### src/rtl/qpn_pkg.sv
// Shared widths, codes, types and helper functions for the quaternion core.
`default_nettype none

package qpn_pkg;

  localparam int COMP_W    = 32;
  localparam int FRAC_W    = 28;
  localparam int NORM_W    = 2 * COMP_W - FRAC_W + 1;
  localparam int LIMIT_W   = 20;
  localparam int PROD_W    = 2 * COMP_W;
  // four products plus sign and headroom
  localparam int ACC_W     = 2 * COMP_W + 2;
  localparam int ROOT_W    = ACC_W / 2;
  localparam int QUO_W     = FRAC_W + 2;
  localparam int RS_W      = COMP_W + 5;
  localparam int STEP_W    = $clog2(ROOT_W);
  localparam int S_TDATA_W = 4 * COMP_W;
  localparam int NORM_LSB  = 4 * COMP_W;
  localparam int M_TDATA_W = ((4 * COMP_W + NORM_W + 7) / 8) * 8;
  localparam int PAD_W     = M_TDATA_W - 4 * COMP_W - NORM_W;

  localparam logic [LIMIT_W-1:0] LIMIT_RST = LIMIT_W'(256);
  localparam logic [COMP_W-1:0]  ONE_VAL   = COMP_W'(64'd1 << FRAC_W);
  localparam logic [COMP_W-1:0]  CMAX      = {1'b0, {(COMP_W - 1){1'b1}}};
  localparam logic [COMP_W-1:0]  CMIN      = {1'b1, {(COMP_W - 1){1'b0}}};
  localparam logic [ACC_W-1:0]   RND_HALF  = ACC_W'(1) << (FRAC_W - 1);

  // Hamilton product term signs, indexed {component, term}: set = subtract
  localparam logic [15:0] HP_NEG = 16'h428E;

  typedef logic signed [COMP_W-1:0] comp_t;

  typedef enum logic [1:0] {
    OP_LOAD  = 2'd0,
    OP_MUL   = 2'd1,
    OP_NORM  = 2'd2,
    OP_IDENT = 2'd3
  } op_e;

  typedef enum logic [3:0] {
    ST_IDLE,
    ST_MUL_ISS,
    ST_MUL_WAIT,
    ST_MUL_COMMIT,
    ST_SQ_ISS,
    ST_SQ_WAIT,
    ST_CHECK,
    ST_SQRT_WAIT,
    ST_DIV_START,
    ST_DIV_WAIT,
    ST_DIV_COMMIT,
    ST_FIN
  } st_e;

  // Multiply-accumulate issue control
  typedef struct packed {
    logic vld;
    logic neg;
    logic first;
    logic last;
  } mac_ctl_t;

  // Root / divide unit start control
  typedef struct packed {
    logic start_sqrt;
    logic start_div;
  } rd_ctl_t;

  // Round half up to FRAC_W fraction bits, then saturate to a component
  function automatic comp_t round_sat(input logic signed [ACC_W-1:0] s);
    logic signed [ACC_W-1:0]          t;
    logic [ACC_W-FRAC_W-1:0]          sh;
    logic [ACC_W-FRAC_W-COMP_W:0]     top;
    comp_t                            res;
    t   = s + RND_HALF;
    sh  = t[ACC_W-1:FRAC_W];
    top = sh[ACC_W-FRAC_W-1:COMP_W-1];
    if (top == '0 || top == '1) begin
      res = sh[COMP_W-1:0];
    end else if (sh[ACC_W-FRAC_W-1]) begin
      res = CMIN;
    end else begin
      res = CMAX;
    end
    return res;
  endfunction

  // Squared magnitude in output format, saturating at all ones
  function automatic logic [NORM_W-1:0] norm_of(input logic [ACC_W-1:0] s);
    logic [ACC_W-FRAC_W-1:0] t;
    logic [NORM_W-1:0]       res;
    t = s[ACC_W-1:FRAC_W];
    if (|t[ACC_W-FRAC_W-1:NORM_W]) begin
      res = '1;
    end else begin
      res = t[NORM_W-1:0];
    end
    return res;
  endfunction

endpackage

`default_nettype wire

### src/rtl/qpn_mac.sv
// Shared signed multiplier with registered product and add/subtract accumulator.
`default_nettype none

module qpn_mac (
  input  logic                                clk_i,
  input  logic                                rst_ni,
  input  qpn_pkg::mac_ctl_t                   ctl_i,
  input  qpn_pkg::comp_t                      a_i,
  input  qpn_pkg::comp_t                      b_i,
  output logic signed [qpn_pkg::ACC_W-1:0]    acc_o,
  output logic                                done_o
);
  import qpn_pkg::*;

  mac_ctl_t                 pctl_q;
  logic                     done_q;
  logic signed [PROD_W-1:0] prod_q;
  logic signed [ACC_W-1:0]  acc_q;
  logic signed [ACC_W-1:0]  acc_d;
  logic signed [ACC_W-1:0]  prod_ext;

  // Track the issued term through the product stage
  always_ff @(posedge clk_i or negedge rst_ni) begin
    if (!rst_ni) begin
      pctl_q <= '0;
      done_q <= 1'b0;
    end else begin
      pctl_q <= ctl_i;
      done_q <= pctl_q.vld & pctl_q.last;
    end
  end

  // Add or subtract the product, restarting on the first term of a group
  always_comb begin
    prod_ext = {{(ACC_W - PROD_W){prod_q[PROD_W-1]}}, prod_q};
    if (pctl_q.neg) begin
      acc_d = (pctl_q.first ? '0 : acc_q) - prod_ext;
    end else begin
      acc_d = (pctl_q.first ? '0 : acc_q) + prod_ext;
    end
  end

  // Product and accumulator registers
  always_ff @(posedge clk_i) begin
    prod_q <= a_i * b_i;
    if (pctl_q.vld) begin
      acc_q <= acc_d;
    end
  end

  assign acc_o  = acc_q;
  assign done_o = done_q;

endmodule

`default_nettype wire

### src/rtl/qpn_rootdiv.sv
// Iterative square root and restoring divider sharing one subtractor.
`default_nettype none

module qpn_rootdiv (
  input  logic                          clk_i,
  input  logic                          rst_ni,
  input  qpn_pkg::rd_ctl_t              ctl_i,
  input  logic [qpn_pkg::ACC_W-1:0]     rad_i,
  input  logic [qpn_pkg::COMP_W-1:0]    num_i,
  output logic                          done_o,
  output logic [qpn_pkg::QUO_W-1:0]     quo_o
);
  import qpn_pkg::*;

  logic              busy_q;
  logic              sqrt_q;
  logic              done_q;
  logic [STEP_W-1:0] cnt_q;
  logic [RS_W-1:0]   rem_q;
  logic [ROOT_W-1:0] root_q;
  logic [ACC_W-1:0]  src_q;
  logic [QUO_W-1:0]  quo_q;

  logic [RS_W-1:0]   opa;
  logic [RS_W-1:0]   opb;
  logic [RS_W:0]     diff;
  logic              ge;
  logic [RS_W-1:0]   rem_nx;

  // Shared trial subtraction: two radicand bits per root step, one per divide step
  always_comb begin
    if (sqrt_q) begin
      opa = {rem_q[RS_W-3:0], src_q[ACC_W-1 -: 2]};
      opb = RS_W'({root_q, 2'b01});
    end else begin
      opa = {rem_q[RS_W-2:0], src_q[ACC_W-1]};
      opb = RS_W'(root_q);
    end
    diff   = {1'b0, opa} - {1'b0, opb};
    ge     = ~diff[RS_W];
    rem_nx = ge ? diff[RS_W-1:0] : opa;
  end

  // Step counter and completion pulse
  always_ff @(posedge clk_i or negedge rst_ni) begin
    if (!rst_ni) begin
      busy_q <= 1'b0;
      sqrt_q <= 1'b0;
      done_q <= 1'b0;
      cnt_q  <= '0;
    end else begin
      done_q <= busy_q && (cnt_q == '0);
      if (ctl_i.start_sqrt) begin
        busy_q <= 1'b1;
        sqrt_q <= 1'b1;
        cnt_q  <= STEP_W'(ROOT_W - 1);
      end else if (ctl_i.start_div) begin
        busy_q <= 1'b1;
        sqrt_q <= 1'b0;
        cnt_q  <= STEP_W'(QUO_W - 1);
      end else if (busy_q) begin
        if (cnt_q == '0) begin
          busy_q <= 1'b0;
        end
        cnt_q <= cnt_q - STEP_W'(1);
      end
    end
  end

  // Remainder, root, quotient and operand shift register; root is kept for the divides
  always_ff @(posedge clk_i) begin
    if (ctl_i.start_sqrt) begin
      rem_q  <= '0;
      root_q <= '0;
      src_q  <= rad_i;
    end else if (ctl_i.start_div) begin
      // quotient stays below 2^QUO_W, so the top numerator bits seed the remainder
      rem_q <= RS_W'(num_i >> 1);
      src_q <= {num_i[0], {(ACC_W - 1){1'b0}}};
      quo_q <= '0;
    end else if (busy_q) begin
      rem_q <= rem_nx;
      if (sqrt_q) begin
        root_q <= {root_q[ROOT_W-2:0], ge};
        src_q  <= src_q << 2;
      end else begin
        quo_q <= {quo_q[QUO_W-2:0], ge};
        src_q <= src_q << 1;
      end
    end
  end

  assign done_o = done_q;
  assign quo_o  = quo_q;

endmodule

`default_nettype wire

### src/rtl/quaternion_product_normaliser_core.sv
// Quaternion accumulator: Hamilton product and normalise in Q4.28, squared magnitude in Q9.28.
// Multiply runs 16 products through the one multiplier; normalise takes 33 root steps, then one
// divide per component on the shared subtractor, unless the norm is too small.
// One item at a time: the next transfer is taken the cycle after the result is registered,
// later while a stalled result still holds the output.
`default_nettype none

module quaternion_product_normaliser_core (
  input  logic                              clk_i,
  input  logic                              rst_ni,
  input  logic                              s_axis_tvalid,
  output logic                              s_axis_tready,
  input  logic [qpn_pkg::S_TDATA_W-1:0]     s_axis_tdata,  // in_w, in_x, in_y, in_z
  input  logic [1:0]                        s_axis_tuser,  // op
  output logic                              m_axis_tvalid,
  input  logic                              m_axis_tready,
  output logic [qpn_pkg::M_TDATA_W-1:0]     m_axis_tdata,  // out_w, out_x, out_y, out_z, norm_sq
  output logic [0:0]                        m_axis_tuser,  // zero_error
  input  logic                              cfg_we_i,
  input  logic [qpn_pkg::LIMIT_W-1:0]       cfg_wdata_i
);
  import qpn_pkg::*;

  st_e                     state_q, state_d;
  logic [3:0]              cnt_q, cnt_d;
  logic [1:0]              wr_idx_q, wr_idx_d;
  logic [1:0]              cmp_q, cmp_d;
  logic                    npend_q, npend_d;
  logic                    err_q, err_d;
  logic [LIMIT_W-1:0]      zlim_q;
  logic                    m_valid_q;
  logic [M_TDATA_W-1:0]    mdata_q;
  logic                    merr_q;
  comp_t                   held_q [4];
  comp_t                   nh_q   [4];
  comp_t                   opd_q  [4];
  comp_t                   in_c   [4];

  logic                    accept;
  logic                    held_load;
  logic                    held_ident;
  logic                    held_commit;
  logic                    nh_we;
  logic [1:0]              nh_idx;
  comp_t                   nh_val;
  logic                    out_ld;

  mac_ctl_t                mac_ctl;
  comp_t                   mac_a;
  comp_t                   mac_b;
  logic signed [ACC_W-1:0] acc;
  logic                    mac_done;
  logic [NORM_W-1:0]       norm_cur;

  rd_ctl_t                 rd_ctl;
  logic                    rd_done;
  logic [QUO_W-1:0]        quo;
  logic [COMP_W-1:0]       div_num;
  logic [QUO_W:0]          quo_inc;
  comp_t                   div_pos;
  comp_t                   div_res;

  // Unpack the operand components
  always_comb begin
    for (int k = 0; k < 4; k++) begin
      in_c[k] = s_axis_tdata[k*COMP_W +: COMP_W];
    end
  end

  assign accept   = s_axis_tvalid & s_axis_tready;
  assign norm_cur = norm_of(acc);

  // Divider operand magnitude and rounded, signed quotient
  always_comb begin
    div_num = held_q[cmp_q][COMP_W-1] ? COMP_W'(-held_q[cmp_q]) : held_q[cmp_q];
    quo_inc = {1'b0, quo} + (QUO_W + 1)'(1);
    div_pos = COMP_W'(quo_inc[QUO_W:1]);
    div_res = held_q[cmp_q][COMP_W-1] ? -div_pos : div_pos;
  end

  qpn_mac u_mac (
    .clk_i  (clk_i),
    .rst_ni (rst_ni),
    .ctl_i  (mac_ctl),
    .a_i    (mac_a),
    .b_i    (mac_b),
    .acc_o  (acc),
    .done_o (mac_done)
  );

  qpn_rootdiv u_rootdiv (
    .clk_i  (clk_i),
    .rst_ni (rst_ni),
    .ctl_i  (rd_ctl),
    .rad_i  (acc),
    .num_i  (div_num),
    .done_o (rd_done),
    .quo_o  (quo)
  );

  // Sequencer: next state, issue control and update strobes
  always_comb begin
    state_d       = state_q;
    cnt_d         = cnt_q;
    wr_idx_d      = wr_idx_q;
    cmp_d         = cmp_q;
    npend_d       = npend_q;
    err_d         = err_q;
    held_load     = 1'b0;
    held_ident    = 1'b0;
    held_commit   = 1'b0;
    nh_we         = 1'b0;
    nh_idx        = wr_idx_q;
    nh_val        = round_sat(acc);
    out_ld        = 1'b0;
    mac_ctl       = '0;
    mac_a         = held_q[cnt_q[1:0]];
    mac_b         = held_q[cnt_q[1:0]];
    rd_ctl        = '0;
    s_axis_tready = 1'b0;

    case (state_q)
      ST_IDLE: begin
        s_axis_tready = 1'b1;
        if (s_axis_tvalid) begin
          err_d    = 1'b0;
          wr_idx_d = '0;
          cnt_d    = '0;
          cmp_d    = '0;
          npend_d  = 1'b0;
          case (op_e'(s_axis_tuser))
            OP_LOAD: begin
              held_load = 1'b1;
              state_d   = ST_SQ_ISS;
            end
            OP_IDENT: begin
              held_ident = 1'b1;
              state_d    = ST_SQ_ISS;
            end
            OP_MUL: begin
              state_d = ST_MUL_ISS;
            end
            OP_NORM: begin
              npend_d = 1'b1;
              state_d = ST_SQ_ISS;
            end
            default: begin
              state_d = ST_IDLE;
            end
          endcase
        end
      end

      // Issue one Hamilton term a cycle; round each finished component
      ST_MUL_ISS: begin
        mac_b         = opd_q[cnt_q[3:2] ^ cnt_q[1:0]];
        mac_ctl.vld   = 1'b1;
        mac_ctl.neg   = HP_NEG[cnt_q];
        mac_ctl.first = (cnt_q[1:0] == 2'd0);
        mac_ctl.last  = (cnt_q[1:0] == 2'd3);
        cnt_d         = cnt_q + 4'd1;
        if (cnt_q == 4'd15) begin
          state_d = ST_MUL_WAIT;
        end
        if (mac_done) begin
          nh_we    = 1'b1;
          wr_idx_d = wr_idx_q + 2'd1;
        end
      end

      ST_MUL_WAIT: begin
        if (mac_done) begin
          nh_we    = 1'b1;
          wr_idx_d = wr_idx_q + 2'd1;
          if (wr_idx_q == 2'd3) begin
            state_d = ST_MUL_COMMIT;
          end
        end
      end

      ST_MUL_COMMIT: begin
        held_commit = 1'b1;
        cnt_d       = '0;
        state_d     = ST_SQ_ISS;
      end

      // Sum of squares of the held components
      ST_SQ_ISS: begin
        mac_ctl.vld   = 1'b1;
        mac_ctl.first = (cnt_q[1:0] == 2'd0);
        mac_ctl.last  = (cnt_q[1:0] == 2'd3);
        cnt_d         = cnt_q + 4'd1;
        if (cnt_q[1:0] == 2'd3) begin
          cnt_d   = '0;
          state_d = ST_SQ_WAIT;
        end
      end

      ST_SQ_WAIT: begin
        if (mac_done) begin
          state_d = npend_q ? ST_CHECK : ST_FIN;
        end
      end

      // Refuse to normalise a near-zero quaternion
      ST_CHECK: begin
        npend_d = 1'b0;
        if (norm_cur <= NORM_W'(zlim_q)) begin
          err_d   = 1'b1;
          state_d = ST_FIN;
        end else begin
          rd_ctl.start_sqrt = 1'b1;
          state_d           = ST_SQRT_WAIT;
        end
      end

      ST_SQRT_WAIT: begin
        if (rd_done) begin
          state_d = ST_DIV_START;
        end
      end

      ST_DIV_START: begin
        rd_ctl.start_div = 1'b1;
        state_d          = ST_DIV_WAIT;
      end

      ST_DIV_WAIT: begin
        if (rd_done) begin
          nh_we   = 1'b1;
          nh_idx  = cmp_q;
          nh_val  = div_res;
          cmp_d   = cmp_q + 2'd1;
          state_d = (cmp_q == 2'd3) ? ST_DIV_COMMIT : ST_DIV_START;
        end
      end

      ST_DIV_COMMIT: begin
        held_commit = 1'b1;
        cnt_d       = '0;
        state_d     = ST_SQ_ISS;
      end

      // Hand the result to the output register once it is free
      ST_FIN: begin
        if (!m_valid_q || m_axis_tready) begin
          out_ld  = 1'b1;
          state_d = ST_IDLE;
        end
      end

      default: begin
        state_d = ST_IDLE;
      end
    endcase
  end

  // Control state, held quaternion and configuration
  always_ff @(posedge clk_i or negedge rst_ni) begin
    if (!rst_ni) begin
      state_q   <= ST_IDLE;
      cnt_q     <= '0;
      wr_idx_q  <= '0;
      cmp_q     <= '0;
      npend_q   <= 1'b0;
      err_q     <= 1'b0;
      zlim_q    <= LIMIT_RST;
      m_valid_q <= 1'b0;
      for (int k = 0; k < 4; k++) begin
        held_q[k] <= '0;
      end
    end else begin
      state_q   <= state_d;
      cnt_q     <= cnt_d;
      wr_idx_q  <= wr_idx_d;
      cmp_q     <= cmp_d;
      npend_q   <= npend_d;
      err_q     <= err_d;
      m_valid_q <= out_ld | (m_valid_q & ~m_axis_tready);
      if (cfg_we_i) begin
        zlim_q <= cfg_wdata_i;
      end
      if (held_load) begin
        for (int k = 0; k < 4; k++) begin
          held_q[k] <= in_c[k];
        end
      end else if (held_ident) begin
        held_q[0] <= ONE_VAL;
        held_q[1] <= '0;
        held_q[2] <= '0;
        held_q[3] <= '0;
      end else if (held_commit) begin
        for (int k = 0; k < 4; k++) begin
          held_q[k] <= nh_q[k];
        end
      end
    end
  end

  // Operand, new-value and output payload registers
  always_ff @(posedge clk_i) begin
    if (accept) begin
      for (int k = 0; k < 4; k++) begin
        opd_q[k] <= in_c[k];
      end
    end
    if (nh_we) begin
      nh_q[nh_idx] <= nh_val;
    end
    if (out_ld) begin
      mdata_q <= {{PAD_W{1'b0}}, norm_cur, held_q[3], held_q[2], held_q[1], held_q[0]};
      merr_q  <= err_q;
    end
  end

  assign m_axis_tvalid   = m_valid_q;
  assign m_axis_tdata    = mdata_q;
  assign m_axis_tuser[0] = merr_q;

endmodule

`default_nettype wire

### config.mk
export PLATFORM = sky130hd
export DESIGN_NAME = quaternion_product_normaliser_core
export DESIGN_NICKNAME = d
export VERILOG_FILES = /design/src/rtl/qpn_pkg.sv /design/src/rtl/qpn_mac.sv /design/src/rtl/qpn_rootdiv.sv /design/src/rtl/quaternion_product_normaliser_core.sv
export SDC_FILE = /design/constraint.sdc
export NUM_CORES = 2
export LEC_CHECK = 0
export ABC_AREA = 1
export BUFFER_PORTS_ARGS = -buffer_cell sky130_fd_sc_hd__buf_2
export CAP_MARGIN = 10
export CORE_ASPECT_RATIO = 0.75
export CORE_MARGIN = 4
export CORE_UTILIZATION = 45
export DETAILED_ROUTE_END_ITERATION = 12
export SYNTH_ARGS = -nofsm -noshare
export SYNTH_HDL_FRONTEND = slang
export SYNTH_SLANG_ARGS = --single-unit
### constraint.sdc
create_clock -name clk_i -period 13.05 [get_ports clk_i]
set_clock_uncertainty 0.2 [all_clocks]
set_input_delay 2.61 -clock clk_i [delete_from_list [all_inputs] [get_ports clk_i]]
set_output_delay 2.61 -clock clk_i [all_outputs]
set_load 0.02 [all_outputs]
==> flow_summary.json <==
{
  "cp_top_family": "adder cells",
  "htreeDepth": 3,
  "die_w_microns": 512.3,
  "via_count": 73160,
  "worstHoldPathType": "flop to flop",
  "yosys_register_bits": 894,
  "drv_slew": 0,
  "ys_types": 77,
  "cts_sinks": 894,
  "wl_per_cell_microns": 26.27,
  "postCtsResizedCells": 0,
  "fin_crit_ns": 11.84,
  "post_cts_buffers": 0,
  "antenna_found_initial": 23,
  "timing_hold_violations_final": 0,
  "wl_mm": 340.0,
  "clk_pin_slew_ns": 0.07,
  "ios": 326,
  "hpwlAfterDp_mm": 273.5,
  "setup_viol": 0,
  "slowest_delay_ns": 0.74,
  "ys.flop_type": "edfxtp_1",
  "reg2regPathDepth": 34,
  "chipHeight_microns": 386.2,
  "hold_buffers": 0,
  "grtUsageTotal_pct": 34.12,
  "cts_tree": "yes",
  "synth_top_area_share_pct": 25.28,
  "cts_buffers": 88,
  "drc": 0,
  "maxCapViolCount": 0,
  "clockBufferDepth": 3,
  "async_reset_ff_share_pct": 19.80,
  "synthTopCellsByArea": "fa_1 25%, edfxtp_1 20%, nand2_1 9.5%",
  "whs_ns": 0.2456,
  "syn2layout_area_growth_pct": 8.275,
  "row_count": 138,
  "crit_path_start_kind": "flop",
  "cp.arrival_ns": 12.25,
  "dr.pass1.iters": 6,
  "postRouteAntennaNets": 0,
  "vias_per_cell": 5.653,
  "gp_congestion": 1.037,
  "clock.fmax_mhz": 84.48,
  "rsz0062_at_grt": "no",
  "post-route-period-util_pct": 90.71,
  "tightest_slew_ns": 1.360,
  "finalNetCount": 11900,
  "crit_top_cell": "fa_1",
  "syn_avg_cell_area_sq_um": 8.443,
  "path_max_fanout": 62,
  "crit_path_end_kind": "flop",
  "initial_core_util_pct": 45.36,
  "clk_latency_ns": 0.72,
  "yosysMostFrequentCell": "nand2_1",
  "synth_top_area_cell": "fa_1",
  "die-area_sq_um": 197900,
  "cts_root_buf": "clkbuf_16",
  "ys_seq_area_share_pct": 28.69,
  "crit_buf_inv": 11,
  "grt_start_max_net_pins": 100,
  "overflow": 0,
  "tns_ns": 0,
  "first_global_vias": 70420,
  "drive_gt1_share_pct": 7.403,
  "worst-path-stages": 34,
  "fill_cells": 18440,
  "synth_cells": 10170,
  "worstHoldPathCells": 2,
  "synth_edf_count": 584,
  "maxSlewHeadroom_pct": 9.354,
  "io_buffers": 322,
  "crit_slowest_cell": "dfrtp_2",
  "ys_top_cells_by_count": "2175 x nand2_1, 1776 x inv_1, 1175 x nor2_1",
  "first_iter_violations": 9011,
  "ys_warn_count": 0,
  "status": "completed",
  "fin_ws_ns": 1.213,
  "grt_pass1_wl_mm": 493.9,
  "critPathKind": "flop to flop",
  "dp_slack_ns": 1.438,
  "syn_area_sq_um": 85840,
  "core-area_sq_um": 189200,
  "worstPathRequired_ns": 13.46
}
layer usage:
layer / share of wire, % / up-vias / track usage [%]
met2: 39 / 4138 / 45.90
met4: 3.4 / 12 / 9.757
met5: 0.11 / - / 0.7583
met3: 14 / 498 / 12.28
met1: 44 / 36310 / 51.00
li1: - / 32190 / -
sequential cells by signal (all words and copies together) (netlist names), 4 cells and up:
signal and cells:
u_mac.acc_o 66, u_rootdiv.rem_q 36, zlim_q 20, u_rootdiv.root_q 33
u_mac.prod_q 64, u_rootdiv.cnt_q 6, u_rootdiv.src_q 66, m_axis_tdata 165
u_mac.pctl_q 4, held_q 128, opd_q 128, state_q 4
cnt_q 4, u_rootdiv.quo_o 30, nh_q 128
stage by stage:
stage                     utilization (%)  cell area (sq um)  cells
after floorplan                         -              85850  10170
after global placement              47.54              89970  12770
after detailed placement            47.54              89970  12770
after CTS                           49.10              92920  12930
after global routing                49.11              92940  12940
final                               49.11              92940  12940
final timing paths:
kind | slack (ns) | to | start
setup / recovery | 1.21 | u_mac.prod_q[55] | cnt_q[0]
hold / removal | 0.25 | u_mac.done_o | u_mac.pctl_q[0]
setup reg to reg | 1.21 | u_mac.prod_q[55] | cnt_q[0]
hold reg to reg | 0.25 | u_mac.done_o | u_mac.pctl_q[0]
max in group asynchronous | 8.65 | u_mac.pctl_q[1] | rst_ni
min in group asynchronous | 1.68 | held_q[8] | rst_ni
placed cells by master, fill, tap and decap left out, drive strengths merged, types with 22 or more instances in the layout:
cell type and instances:
nand2 2194, inv 1816, nor2 1207, fa 1084, o21ai 606, edfxtp 584
buf 466, a21oi 408, nand3 366, ha 318, xor2 201, dfrtp 176
dfxtp 133, clkbuf 120, nor3 80, xnor2 78, nand4 71, o22ai 65
mux2i 63, o211ai 54, clkinv 49, a31oi 40, nor4 35, a32o 24
a21o 23, or2 22
cell families (layout without fill, tap and decap cells):
| kind of cell | after synthesis | in the layout | synth area share (%) |
|---|---|---|---|
| buf+inv | 2220 | 2466 | 10.22 |
| mux | 64 | 64 | 0.7477 |
| simple gates | 3996 | 3996 | 18.88 |
| other cells | 1 | 10 | 0.004369 |
| xor+xnor | 279 | 279 | 2.882 |
| compound gates | 1311 | 1311 | 8.658 |
| flops | 894 | 894 | 28.69 |
| fa+ha+maj | 1402 | 1402 | 29.92 |
layout make-up:
class	count	area [sq um]	share of cell area [%]
Multi-Input combinational cell	7055	52570	56.57
Sequential cell	894	24640	26.51
Inverter	1834	6894	7.417
Tap cell	2520	3153	3.392
Timing Repair Buffer	467	2725	2.932
Clock buffer	119	2399	2.581
Clock inverter	46	543.0	0.5842
Antenna cell	7	17.52	0.01885
worst min-delay path, cell delays in order, from the launching register on:
cell and delay [ns]:
dfrtp_1 0.33, nand2_1 0.05, inv_1 0.04
Power is not shown: default switching activity piles up to over one toggle a cycle in this logic, so the estimate is an artifact.
